$ cat src/rtl/tvm_pkg.sv
package tvm_pkg;

    // command codes carried in tuser
    typedef enum logic [1:0] {
        CMD_BEGIN   = 2'd0,
        CMD_POLL    = 2'd1,
        CMD_OBSERVE = 2'd2,
        CMD_CANCEL  = 2'd3
    } cmd_t;

    // observe report codes
    typedef enum logic [1:0] {
        VER_DIVERGED = 2'd0,
        VER_NEED     = 2'd1,
        VER_STABLE   = 2'd2,
        VER_INVALID  = 2'd3
    } ver_t;

    // monitor state and returned status share one encoding
    typedef enum logic [2:0] {
        ST_INACTIVE  = 3'd0,
        ST_WAITING   = 3'd1,
        ST_STABLE    = 3'd2,
        ST_TIMEOUT   = 3'd3,
        ST_BUDGET    = 3'd4,
        ST_BADCLOCK  = 3'd5,
        ST_BADVERIFY = 3'd6,
        ST_BADID     = 3'd7
    } status_t;

    // configuration register indexes
    localparam logic CFG_TIMEOUT = 1'b0;
    localparam logic CFG_BUDGET  = 1'b1;

    localparam logic [31:0] TIMEOUT_RESET = 32'd30000;
    localparam logic [7:0]  BUDGET_RESET  = 8'd3;
    localparam logic [7:0]  COUNT_MAX     = 8'hFF;

    // one result item
    typedef struct packed {
        status_t status;
        logic    accepted;
    } tvm_result_t;

endpackage

$ cat src/rtl/tvm_core.sv
module tvm_core
    import tvm_pkg::*;
(
    input  logic        aclk,
    input  logic        aresetn,
    input  logic        fire,
    input  cmd_t        cmd,
    input  logic [63:0] transaction_id,
    input  logic [63:0] now_ms,
    input  ver_t        verification,
    input  logic [31:0] timeout_ms,
    input  logic [7:0]  divergence_budget,
    output tvm_result_t result,
    output status_t     state
);

    logic [63:0] active_id_reg,  active_id_next;
    logic [63:0] start_time_reg, start_time_next;
    logic [63:0] last_time_reg,  last_time_next;
    logic [7:0]  count_reg,      count_next;
    status_t     state_reg,      state_next;

    logic        id_nonzero;
    logic        id_ok;
    logic        clock_bad;
    logic        timed_out;
    logic [63:0] elapsed;
    logic [7:0]  count_inc;
    status_t     check_state;
    logic        accepted;
    status_t     status;

    // shared checks against the registered state
    assign id_nonzero = (transaction_id != 64'd0);
    assign id_ok      = id_nonzero && (transaction_id == active_id_reg);
    assign clock_bad  = (now_ms < last_time_reg);
    assign elapsed    = now_ms - start_time_reg;
    assign timed_out  = (elapsed >= {32'd0, timeout_ms});
    assign count_inc  = (count_reg == COUNT_MAX) ? count_reg : count_reg + 8'd1;

    // state after the time check
    always_comb begin
        if (clock_bad) begin
            check_state = ST_BADCLOCK;
        end else if (timed_out) begin
            check_state = ST_TIMEOUT;
        end else begin
            check_state = state_reg;
        end
    end

    // next state and status for one command
    always_comb begin
        active_id_next  = active_id_reg;
        start_time_next = start_time_reg;
        last_time_next  = last_time_reg;
        count_next      = count_reg;
        state_next      = state_reg;
        accepted        = 1'b0;
        status          = state_reg;
        case (cmd)
            CMD_BEGIN: begin
                if (id_nonzero && state_reg == ST_INACTIVE) begin
                    active_id_next  = transaction_id;
                    start_time_next = now_ms;
                    last_time_next  = now_ms;
                    count_next      = 8'd0;
                    state_next      = ST_WAITING;
                    accepted        = 1'b1;
                end
                status = state_next;
            end
            CMD_POLL: begin
                if (!id_ok) begin
                    status = ST_BADID;
                end else begin
                    if (state_reg == ST_WAITING || state_reg == ST_STABLE) begin
                        state_next = check_state;
                        if (!clock_bad) begin
                            last_time_next = now_ms;
                        end
                    end
                    status = state_next;
                end
            end
            CMD_OBSERVE: begin
                if (!id_ok) begin
                    status = ST_BADID;
                end else begin
                    if (state_reg == ST_WAITING) begin
                        state_next = check_state;
                        if (!clock_bad) begin
                            last_time_next = now_ms;
                        end
                        // report only counts while still waiting
                        if (check_state == ST_WAITING) begin
                            case (verification)
                                VER_DIVERGED: begin
                                    count_next = count_inc;
                                    if (count_inc >= divergence_budget) begin
                                        state_next = ST_BUDGET;
                                    end
                                end
                                VER_STABLE:  state_next = ST_STABLE;
                                VER_INVALID: state_next = ST_BADVERIFY;
                                default:     state_next = check_state;
                            endcase
                        end
                    end
                    status = state_next;
                end
            end
            default: begin
                if (id_ok) begin
                    active_id_next  = 64'd0;
                    start_time_next = 64'd0;
                    last_time_next  = 64'd0;
                    count_next      = 8'd0;
                    state_next      = ST_INACTIVE;
                end
                status = state_next;
            end
        endcase
    end

    // state registers, updated once per request
    always_ff @(posedge aclk) begin
        if (!aresetn) begin
            active_id_reg  <= 64'd0;
            start_time_reg <= 64'd0;
            last_time_reg  <= 64'd0;
            count_reg      <= 8'd0;
            state_reg      <= ST_INACTIVE;
        end else if (fire) begin
            active_id_reg  <= active_id_next;
            start_time_reg <= start_time_next;
            last_time_reg  <= last_time_next;
            count_reg      <= count_next;
            state_reg      <= state_next;
        end
    end

    assign result.status   = status;
    assign result.accepted = accepted;
    assign state           = state_reg;

endmodule

$ cat src/rtl/transaction_verify_monitor.sv
// channel   dir  ports                          contents
// request   in   s_tvalid s_tready s_tdata      id, now_ms, verification
//                s_tuser                        cmd
// result    out  m_tvalid m_tready m_tdata      status, accepted
// config    in   cfg_we cfg_index cfg_wdata     timeout_ms, divergence_budget
//
// one request per cycle sustained while m_tready is high; a request passes
// the input register, then the result register, on its way to m_tvalid; the
// state update reads the registered state and writes it as the result loads.
// aresetn is synchronous active low and clears state and valids; config
// returns to its reset values.
// the input register holds a request while the result register is stalled.
module transaction_verify_monitor
    import tvm_pkg::*;
(
    input  logic         aclk,
    input  logic         aresetn,
    input  logic         s_tvalid,
    output logic         s_tready,
    input  logic [135:0] s_tdata,   // transaction_id, now_ms, verification, zero pad
    input  logic [1:0]   s_tuser,   // cmd
    output logic         m_tvalid,
    input  logic         m_tready,
    output logic [7:0]   m_tdata,   // status, accepted, zero pad
    input  logic         cfg_we,
    input  logic         cfg_index,
    input  logic [31:0]  cfg_wdata
);

    logic        in_valid_reg;
    cmd_t        cmd_reg;
    logic [63:0] id_reg;
    logic [63:0] now_reg;
    ver_t        ver_reg;

    logic        out_valid_reg;
    tvm_result_t out_reg;

    logic [31:0] timeout_reg;
    logic [7:0]  budget_reg;

    logic        fire;
    tvm_result_t result;
    status_t     state;

    // request moves into the result register when that one is free
    assign fire     = in_valid_reg && (!out_valid_reg || m_tready);
    assign s_tready = !in_valid_reg || fire;

    // configuration registers
    always_ff @(posedge aclk) begin
        if (!aresetn) begin
            timeout_reg <= TIMEOUT_RESET;
            budget_reg  <= BUDGET_RESET;
        end else if (cfg_we) begin
            unique case (cfg_index)
                CFG_TIMEOUT: timeout_reg <= cfg_wdata;
                CFG_BUDGET:  budget_reg  <= cfg_wdata[7:0];
                default:     timeout_reg <= timeout_reg;
            endcase
        end
    end

    // input register
    always_ff @(posedge aclk) begin
        if (!aresetn) begin
            in_valid_reg <= 1'b0;
        end else if (s_tready) begin
            in_valid_reg <= s_tvalid;
        end
    end

    always_ff @(posedge aclk) begin
        if (s_tvalid && s_tready) begin
            cmd_reg <= cmd_t'(s_tuser);
            id_reg  <= s_tdata[63:0];
            now_reg <= s_tdata[127:64];
            ver_reg <= ver_t'(s_tdata[129:128]);
        end
    end

    tvm_core u_core (
        .aclk              (aclk),
        .aresetn           (aresetn),
        .fire              (fire),
        .cmd               (cmd_reg),
        .transaction_id    (id_reg),
        .now_ms            (now_reg),
        .verification      (ver_reg),
        .timeout_ms        (timeout_reg),
        .divergence_budget (budget_reg),
        .result            (result),
        .state             (state)
    );

    // result register
    always_ff @(posedge aclk) begin
        if (!aresetn) begin
            out_valid_reg <= 1'b0;
        end else if (fire) begin
            out_valid_reg <= 1'b1;
        end else if (m_tready) begin
            out_valid_reg <= 1'b0;
        end
    end

    always_ff @(posedge aclk) begin
        if (fire) begin
            out_reg <= result;
        end
    end

    assign m_tvalid = out_valid_reg;
    assign m_tdata  = {4'd0, out_reg.accepted, out_reg.status};

`ifndef NO_ASSERTIONS
    // an accepted begin always reports the waiting state
    assert property (@(posedge aclk) disable iff (!aresetn)
        (m_tvalid && m_tdata[3]) |-> (m_tdata[2:0] == ST_WAITING))
        else $error("accepted begin without waiting status");

    // bad id is only a returned status, never held
    assert property (@(posedge aclk) disable iff (!aresetn)
        state != ST_BADID)
        else $error("monitor state holds bad id");

    // a request moved forward shows up as a valid result
    assert property (@(posedge aclk) disable iff (!aresetn)
        fire |=> out_valid_reg)
        else $error("request lost between stages");

    // back pressure only with a request parked in the input register
    assert property (@(posedge aclk) disable iff (!aresetn)
        !s_tready |-> (in_valid_reg && out_valid_reg && !m_tready))
        else $error("input stalled without cause");
`endif

endmodule
$ cat config.mk
export PLATFORM = sky130hd
export DESIGN_NAME = transaction_verify_monitor
export DESIGN_NICKNAME = d
export VERILOG_FILES = /design/src/rtl/tvm_pkg.sv /design/src/rtl/tvm_core.sv /design/src/rtl/transaction_verify_monitor.sv
export SDC_FILE = /design/constraint.sdc
export NUM_CORES = 1
export LEC_CHECK = 0
export BUFFER_PORTS_ARGS = -buffer_cell sky130_fd_sc_hd__clkbuf_2
export CAP_MARGIN = 20
export CORE_MARGIN = 4
export CORE_UTILIZATION = 54
export CTS_CLUSTER_DIAMETER = 100
export CTS_CLUSTER_SIZE = 40
export DETAILED_ROUTE_END_ITERATION = 6
export HOLD_SLACK_MARGIN = 0.12
export PLACE_DENSITY = 0.75
export SLEW_MARGIN = 20
export SYNTH_ARGS = -nofsm -noshare
export SYNTH_HDL_FRONTEND = slang
export SYNTH_SLANG_ARGS = --single-unit
$ cat constraint.sdc
create_clock -name aclk -period 5.8 [get_ports aclk]
set_input_delay 1.16 -clock aclk [delete_from_list [all_inputs] [get_ports aclk]]
set_output_delay 1.16 -clock aclk [all_outputs]
set_load 0.02 [all_outputs]
==> flow_summary_export.csv, run 1 <==
group,metric,value,unit
run_status,status,"complete, no violations",
route,vias,19100,
synth,syn-cell-area,22400,µm²
cts,path_clk_slew,0.13,ns
sta,min_period_over_period,94.2,%
route,detail_route.vias_per_cell,5.97,
floorplan,die_w,212,µm
pwr,pwr-share-clk,27.1,%
sta,final-setup-viol-count,0,
route,wl_per_cell,19.5,µm
hold_path,min_from,"u_core.last_time_reg[40]",
sta,tightest_slew,1.03,ns
place,gp_congestion,0.955,
sta,drv_slew,0,
synth,async_flop_share,0,%
critical_path,reg2regPathDepth,22,
final_layout,layout_commonest_cell,"nand2_1",
hold_path,min_delay_path_depth,2,
pwr,pwr-share-seq,56.6,%
synth,synth-simple-area-share,19.2,%
synth,synth.largest_area_cell,"dfxtp_1",
sta,slew_headroom,31.5,%
final_layout,drive_above_1_share,10.1,%
final_layout,fin_cells,3196,
floorplan,die_area,44900,µm²
route,detail_route.first_pass.iterations,5,
floorplan,die_h,212,µm
cts,hold_buffers,0,
critical_path,path_depth,22,
global_routing,track_usage,26.9,%
final_layout,fin_area,24100,µm²
flow_run,maxCapViolCount,0,
sta,fin_ws,0.338,ns
floorplan,num_rows,74,
synth,yosysTopAreaCellShare,21.9,%
critical_path,cpMostUsedCell,"a21oi_1",
route,routed_wl,62200,µm
floorplan,io_pins,186,
pwr,swShare,28.6,%
synth,synth_area_leaders,"dfxtp_1 22%, edfxtp_1 18%, ha_1 9.5%",
critical_path,worstReg2RegStart,"now_reg[0]",
critical_path,slowest_delay,0.45,ns
critical_path,worstSetupStartpointType,"flop",
sta,fin_tns_setup,0,ns
final_layout,final_nets,3003,
critical_path,startpoint,"now_reg[0]",
pwr,power.internal,3.70,mW
pwr,power_frac_comb,16.3,%
sta,hold_viol,0,
place,placed_cells,3168,
final_layout,area_growth,7.45,%
final_layout,num_antenna_cells,0,
critical_path,crit_arrival,5.91,ns
critical_path,critPathKind,"reg2reg",
synth,synth_top_family_by_area,"compound AO/OA/AOI/OAI gates",
cts,clock_sinks,381,
critical_path,critical-path-top-delay-family,"compound AO/OA/AOI/OAI gates",
sta,skew,0.0545,ns
sta,fmaxAchievable,183,MHz
synth,synth_cell_types,93,
cts,worst_skew_pair.late_latency,0.57,ns
synth,ys_seq_area_share,40.0,%
pwr,p_per_area,215,nW/µm²
route,drc,0,
synth,ys_seq_elements,381,
final_layout,fill_cells,3674,
floorplan,start_util,54.8,%
pwr,design_power_total,5.18,mW
cts,cts_tree,"done",
critical_path,crit_chain,"inv_1, ha_1, inv_1, fa_1, a21o_1, a221oi_4, o22a_2, a21oi_1, nor2_1, xnor2_1, ha_1, a21oi_1, a21oi_1, o311ai_1, nand3_1, a211oi_1, and3_1, o2111ai_1, nor4_2, nand4_2, o31a_1, a22o_1",
critical_path,crit_fanout,8,
synth,synthAdderAreaFrac,9.62,%
hold_path,worst_hold_path_type,"reg2reg",
global_routing,antenna_found_initial,1,
pwr,switchingPower,1.48,mW
pwr,p_leak,8.56,nW
final_layout,most-common-layout-cells,"374 x nand2_1, 245 x dfxtp_1, 227 x nand3_1",
route,initialDrtViolationCount,1637,
cts,clock-root-buffer,"clkbuf_16",
global_routing,grt_pass1_vias,18200,
route,antenna_left,0,
critical_path,path_buf_inv,2,
synth,synthCells,2588,
synth,ys_warn_count,0,
critical_path,cp_slowest_cell,"edfxtp_1",
sta,rsz0062_at_grt,"false",
synth,synth_edf_count,136,
cts,h-tree-depth,1,
critical_path,cp_data_required_time,6.24,ns
synth,post_synth_xor_area_fraction,4.33,%
synth,ys_dominant_reg_cell,"dfxtp_1",
synth,synth.area.mux_share,0.229,%
cts,cts_buffers,15,
place,dpl.hpwl,47500,µm
synth,synth-compound-area-share,20.3,%
sta,post-route-min-period,5.46,ns
cts,cts_buffer_depth,3,
floorplan,core_region_area,40900,µm²
place,placed_cell_area,23600,µm²
critical_path,endpoint_kind,"flop",
global_routing,grt_max_degree,123,
place,portBuffers,175,
pwr,ir_worst_vdd,0.280,mV
global_routing,overflow,0,
place,dp_slack,0.344,ns
global_routing,grt_pass1_wl,98200,µm
synth,syn_avg_cell_area,8.67,µm²
[Yosys cell counts, types with 69 or more instances]
cell type,n
nand2_1,374
dfxtp_1,245
nand3_1,227
a21boi_0,218
inv_1,195
ha_1,171
a21oi_1,142
edfxtp_1,136
clkbuf_1,107
nor2_1,90
nand4_1,72
o21ai_0,69
[repair_timing]
action / in CTS / in global routing
endpoints found under the setup margin: 0 / 10
setup buffers: 0 / 1
resized for setup: 0 / 10
[cell families (layout without fill, tap and decap cells)]
logic type	Yosys count	in the layout
flops	381	381
mux	5	5
compound gates	661	661
xor+xnor	111	111
other cells	1	4
simple gates	910	910
fa+ha+maj	172	172
buf+inv	347	420
[area by class of cell]
| cell class | count | area, µm² | area share, % |
|---|---|---|---|
| multi-input combinational | 1863 | 12200 | 50.4 |
| sequential | 381 | 8990 | 37.3 |
| timing repair buffer | 199 | 1090 | 4.52 |
| inverter | 195 | 732 | 3.03 |
| tap | 532 | 666 | 2.76 |
| clock buffer | 19 | 390 | 1.62 |
| clock inverter | 7 | 96.3 | 0.399 |
[worst reg2reg max path, delay by kind of cell, from the launching register on]
| kind | cells | cell delay, ns |
|---|---|---|
| compound gates | 11 | 2.55 |
| simple gates | 5 | 1.20 |
| fa+ha+maj | 3 | 0.88 |
| flops | 1 | 0.45 |
| xor+xnor | 1 | 0.17 |
| buf+inv | 2 | 0.14 |
[through the flow]
step / hold slack, ns / util, %
floorplan: 0.431 / -
global placement: 0.437 / 57.6
detailed placement: 0.446 / 57.6
CTS: 0.463 / 58.7
global route: 0.485 / 58.9
finish: 0.464 / 58.9
[power groups by stage]
stage	Combinational [mW]	Clock (mW)	Sequential, mW
after floorplan	0.560	0	2.97
after global placement	0.810	0	2.99
after detailed placement	0.827	0	2.99
after CTS	0.832	1.43	2.93
after global routing	0.932	1.52	2.94
final	0.844	1.40	2.93
[metal layers]
metal  GRT usage (%)  routed length, µm  up-vias  part of all wire, %
li1                -                  -     9288                    -
met1            38.2              28000     9087                   45
met2            43.8              28600      603                   46
met3            2.53               3330       97                  5.3
met4            8.49               2250        0                  3.6
met5               0                  0        -                    0
[final timing paths]
check	end	slack [ns]
max	u_core.count_reg[1]	0.34
min	u_core.last_time_reg[40]	0.46
max reg2reg	u_core.count_reg[1]	0.34
min reg2reg	u_core.last_time_reg[40]	0.46
Power figures use the tool's default switching activity.
==> inputs of run 2 (changes only) <==
GPL_TIMING_DRIVEN = 0   (was default)
clock period = 7 ns   (was 5.8 ns; I/O delays follow)
==> run 2 against run 1 <==
Effect of this change:
- final cell count rose by 4.1%
- clock-buffer cell count fell by 1
- critical path type unchanged
- power fell by 17%
- global-route usage rose by 2.3 points
- highest routed layer unchanged
==> flow_summary_export.csv, run 2 (synthesized netlist as in run 1, its figures left out) <==
group,metric,value,unit
final_layout,drive_above_1_share,10.1,%
floorplan,die_h,212,µm
pwr,p_per_area,175,nW/µm²
cts,cts_tree,"done",
cts,path_clk_slew,0.13,ns
sta,slew_headroom,15.9,%
final_layout,fin_cells,3327,
route,routed_wl,67400,µm
floorplan,core_region_area,40900,µm²
sta,fin_tns_setup,0,ns
run_status,status,"complete, no violations",
global_routing,grt_pass1_vias,18900,
final_layout,fin_area,24500,µm²
route,antenna_left,0,
cts,cts_buffers,15,
sta,final-setup-viol-count,0,
flow_run,maxCapViolCount,0,
cts,cts_resized,0,
sta,min_period_over_period,82.1,%
final_layout,fill_cells,3724,
final_layout,final_nets,3133,
sta,skew,0.0463,ns
cts,hold_buffers,0,
sta,fmaxAchievable,174,MHz
sta,tightest_slew,1.25,ns
global_routing,overflow,0,
cts,cts_buffer_depth,3,
floorplan,die_w,212,µm
floorplan,num_rows,74,
place,portBuffers,174,
critical_path,rrSetupSlack,1.25,ns
global_routing,grt_util_met2,47.5,%
global_routing,grt_pass1_wl,105000,µm
pwr,ir_worst_vdd,0.222,mV
cts,clock-root-buffer,"clkbuf_16",
critical_path,worstSetupStartpointType,"flop",
global_routing,antenna_found_initial,0,
sta,holdWs,0.462,ns
place,placed_cell_area,24100,µm²
cts,worst_skew_pair.late_latency,0.57,ns
final_layout,layout_commonest_cell,"nand2_1",
floorplan,start_util,54.8,%
floorplan,io_pins,186,
final_layout,area_growth,9.37,%
place,gp_congestion,0.963,
route,vias,19800,
global_routing,use_met3,3.04,%
global_routing,grt_max_degree,62,
hold_path,worst_hold_path_type,"reg2reg",
cts,cts_setup_buffers,0,
critical_path,crit_fanout,8,
final_layout,finalCoreUtilization,60.0,%
sta,rsz0062_at_grt,"false",
route,initialDrtViolationCount,1534,
floorplan,die_area,44900,µm²
global_routing,gr-usage-met1,40.1,%
sta,post-route-min-period,5.75,ns
route,wl_per_cell,20.3,µm
global_routing,grt_most_used_layer,"met2",
place,dpl.hpwl,54200,µm
pwr,p_leak,8.78,nW
sta,hold_viol,0,
route,drc,0,
critical_path,cp_data_required_time,7.43,ns
final_layout,most-common-layout-cells,"374 x nand2_1, 245 x dfxtp_1, 227 x nand3_1",
global_routing,track_usage,29.2,%
route,detail_route.first_pass.iterations,6,
route,detail_route.vias_per_cell,5.96,
critical_path,critPathKind,"reg2reg",
critical_path,crit_arrival,6.18,ns
cts,clock_sinks,381,
critical_path,endpoint_kind,"flop",
cts,h-tree-depth,1,
sta,drv_slew,0,
place,placed_cells,3300,
-- run 2: cell types whose count changed in the layout (fill, tap and decap cells not counted), sizes merged --
cell / change
inv: -1
clkinv: +3
diode: +1
clkinvlp: -1
buf: +18
clkbuf: +111
-- run 2: area by class of cell --
class,count,area [µm²],share of cell area (%)
well taps,532,666,2.71
inverters,195,732,2.98
repair buffers,177,937,3.82
diodes,1,2.50,0.0102
multi-input cells,1863,12100,49.2
flip-flops and latches,381,8990,36.6
plain buffers,152,672,2.74
clock inverters,8,88.8,0.362
clock buffers,18,387,1.58
-- run 2: power breakdown --
group	total, mW	leakage, nW	internal [mW]	switching, mW
registers	2.44	3.31	2.37	0.0726
clock network	1.15	0.232	0.426	0.723
logic	0.715	5.24	0.272	0.443
-- run 2: metrics by stage --
step	setup slack, ns	power (mW)
global placement	0.563	3.18
detailed placement	1.36	3.19
finish	1.25	4.30
global route	0.932	4.48
floorplan	1.77	2.93
CTS	1.36	4.32
-- run 2: path summary, 6_finish.rpt --
| kind | start | to | depth (start not counted) |
|---|---|---|---|
| worst max register to register | now_reg[0] | u_core.count_reg[5] | 22 |
| worst min register to register | u_core.last_time_reg[3] | u_core.last_time_reg[3] | 2 |
| worst min-delay path | u_core.last_time_reg[3] | u_core.last_time_reg[3] | 2 |
| worst max-delay path | now_reg[0] | u_core.count_reg[5] | 22 |
-- run 2: layer usage --
layer  vias up  part of all wire [%]
li1       9575                     -
met1      9422                    44
met2       682                    45
met3       136                   6.1
met4         0                   5.0
met5         -                     0
-- run 2: critical path, stage by stage (launching register included) --
cell       delay (ns)
edfxtp_1         0.45
inv_1            0.08
ha_1             0.15
inv_1            0.05
fa_1             0.42
a21o_1           0.20
a221oi_2         0.34
o22a_1           0.31
a21oi_1          0.13
a21boi_0         0.60
xnor2_1          0.20
ha_1             0.33
nand2_1          0.06
nor3_1           0.06
a22oi_1          0.14
nand3_1          0.12
a211oi_1         0.24
and3_1           0.26
o2111ai_1        0.18
nor4_2           0.29
nand4_2          0.27
o31a_1           0.48
a22o_1           0.27
==> inputs of run 3 (changes only) <==
ABC_AREA = 1   (was default)
clock period = 5.4 ns   (was 7 ns; I/O delays follow)
==> run 3 against run 2 <==
Effect of this change:
- final cell count is 17% higher
- clock power up 33%
- area after synthesis is 3.5% higher
- first-iteration DRC count increased by 19%
- non-clock buffer count fell by 46
- sequential share of layout area decreased by 1.2 points
- sequential power is 31% higher
- highest routed layer unchanged
==> flow_summary_export.csv, run 3 <==
group,metric,value,unit
run_status,status,"complete, no violations",
place,portBuffers,175,
place,dpl.hpwl,57000,µm
cts,cts_tree,"done",
pwr,pwr-share-clk,25.8,%
synth,synth.most_common_cell,"nand2_1",
critical_path,cp_data_required_time,5.86,ns
place,gp_congestion,0.986,
route,vias,21200,
pwr,switchingPower,1.86,mW
flow_run,maxCapViolCount,0,
synth,ys_seq_elements,381,
cts,cts_buffers,15,
final_layout,drive_above_1_share,8.18,%
sta,slew_headroom,23.3,%
hold_path,worst_hold_path_type,"reg2reg",
floorplan,io_pins,186,
synth,syn_avg_cell_area,7.41,µm²
final_layout,fin_area,25400,µm²
pwr,p_per_area,234,nW/µm²
critical_path,critPathKind,"reg2reg",
synth,synthCells,3134,
sta,tightest_slew,1.15,ns
pwr,design_power_total,5.93,mW
sta,skew,0.0490,ns
sta,post-route-min-period,5.21,ns
cts,clock-root-buffer,"clkbuf_16",
global_routing,grt_pass1_vias,20200,
critical_path,worstSetupStartpointType,"flop",
floorplan,die_area,46400,µm²
cts,cts_buffer_depth,3,
synth,ys_seq_area_share,38.7,%
final_layout,most-common-layout-cells,"833 x nand2_1, 548 x inv_1, 333 x a21oi_1",
synth,synth.largest_area_cell,"dfxtp_1",
synth,ys_dominant_reg_cell,"dfxtp_1",
global_routing,grt_pass1_wl,107000,µm
route,wl_per_cell,17.9,µm
synth,ys_warn_count,0,
synth,synth.area.mux_share,0,%
cts,path_clk_slew,0.14,ns
place,placed_cell_area,24800,µm²
global_routing,overflow,0,
critical_path,reg2reg_to,"u_core.last_time_reg[1]",
cts,worst_skew_pair.late_latency,0.56,ns
synth,post_synth_xor_area_fraction,3.13,%
critical_path,startpoint,"id_reg[37]",
hold_path,worstHoldEndpoint,"timeout_reg[22]",
route,initialDrtViolationCount,1819,
final_layout,finalCoreUtilization,60.1,%
global_routing,track_usage,28.9,%
route,antenna_left,0,
sta,fmaxAchievable,192,MHz
final_layout,area_growth,9.19,%
floorplan,num_rows,75,
pwr,swShare,31.4,%
floorplan,core_region_area,42200,µm²
floorplan,die_h,215,µm
route,drc,0,
hold_path,min_delay_path_depth,2,
global_routing,antenna_found_initial,0,
critical_path,endpoint_kind,"flop",
synth,synth_area_leaders,"dfxtp_1 21%, edfxtp_1 18%, nand2_1 13%",
pwr,ir_worst_vdd,0.299,mV
critical_path,worstReg2RegStart,"id_reg[37]",
sta,holdWs,0.476,ns
sta,fin_tns_setup,0,ns
synth,synthAdderAreaFrac,9.29,%
route,detail_route.first_pass.iterations,6,
sta,final-setup-viol-count,0,
synth,synth-compound-area-share,14.8,%
critical_path,rrSetupSlack,0.19,ns
pwr,power_frac_comb,20.4,%
route,detail_route.vias_per_cell,5.47,
sta,min_period_over_period,96.4,%
synth,async_flop_share,0,%
final_layout,final_nets,3679,
critical_path,reg2regPathDepth,12,
floorplan,die_w,215,µm
final_layout,layout_commonest_cell,"nand2_1",
sta,rsz0062_at_grt,"false",
critical_path,crit_fanout,10,
synth,synth_edf_count,136,
cts,h-tree-depth,1,
synth,syn-cell-area,23200,µm²
pwr,p_leak,11.5,nW
global_routing,grt_max_degree,71,
floorplan,start_util,55.0,%
cts,clock_sinks,381,
critical_path,crit_arrival,5.67,ns
synth,yosysTopAreaCellShare,21.1,%
pwr,power.internal,4.07,mW
route,routed_wl,69600,µm
synth,synth_top_family_by_area,"simple AND/OR/NAND/NOR gates",
pwr,pwr-share-seq,53.8,%
hold_path,min_from,"timeout_reg[22]",
synth,synth-simple-area-share,23.2,%
synth,synth_common_cells,"834 x nand2_1, 549 x inv_1, 333 x a21oi_1",
sta,drv_slew,0,
synth,synth_cell_types,51,
sta,hold_viol,0,
==> run 3: layer usage <==
| metal | global-route usage, % | vias to the layer above | share of wire (%) |
|---|---|---|---|
| met1 | 39.1 | 9744 | 43 |
| met5 | 0 | - | 0 |
| met3 | 2.81 | 108 | 6.9 |
| met4 | 9.94 | 0 | 3.7 |
| met2 | 48.8 | 721 | 46 |
| li1 | - | 10700 | - |
==> run 3: cell families (layout without fill, tap and decap cells) <==
family	count (synthesis)	in the layout
XOR/XNOR	83	83
buffers and inverters	659	861
AO/OA/AOI/OAI	568	568
AND/OR/NAND/NOR	1270	1270
flip-flops	381	381
adder cells (fa/ha/maj)	172	172
other	1	5
==> run 3: worst max-delay path by stage <==
stage	to
floorplan	cmd_reg[0]
global placement	now_reg[19]
detailed placement	u_core.count_reg[0]
CTS	u_core.count_reg[0]
global route	m_tdata[0]
finish	u_core.last_time_reg[1]
==> run 3: through the flow <==
stage | cells | setup slack (ns)
after floorplan | 3137 | 0.920
after global placement | 3851 | -0.00943
after detailed placement | 3852 | 0.0661
after CTS | 3877 | 0.0308
after global routing | 3878 | 0.0178
final | 3879 | 0.194
==> run 3: area by class of cell <==
cell class	count	area [µm²]
inverters	553	2080
clock buffers	20	395
multi-input cells	2097	11800
well taps	539	674
flip-flops and latches	381	8990
plain buffers	106	449
clock inverters	5	105
diodes	1	2.50
fillers	3976	16900
repair buffers	177	911
==> run 3: what timing repair did <==
action / in CTS / in global routing
buffers inserted: 0 / 1
endpoints found under the setup margin: 0 / 14
resized for setup: 0 / 5
hold buffers: 0 / 0
==> run 3: worst max-delay path, cell delays in order (launching register included) <==
cell and delay, ns:
edfxtp_1 0.45, xnor2_1 0.17, nand2_1 0.07, nor4_1 0.34, nand2_1 0.15, nor4b_2 0.73
nand3_1 0.38, a211oi_2 1.01, nand3_1 0.23, nor2_1 0.54, nand2_2 0.31, clkbuf_1 0.37
a211oi_1 0.35
==> run 3: power by group through the flow <==
stage / logic (mW) / registers, mW / clock network, mW
global route: 1.36 / 3.20 / 1.67
finish: 1.21 / 3.19 / 1.53
detailed placement: 1.19 / 3.25 / 0
global placement: 1.16 / 3.25 / 0
CTS: 1.19 / 3.18 / 1.56
floorplan: 0.806 / 3.22 / 0
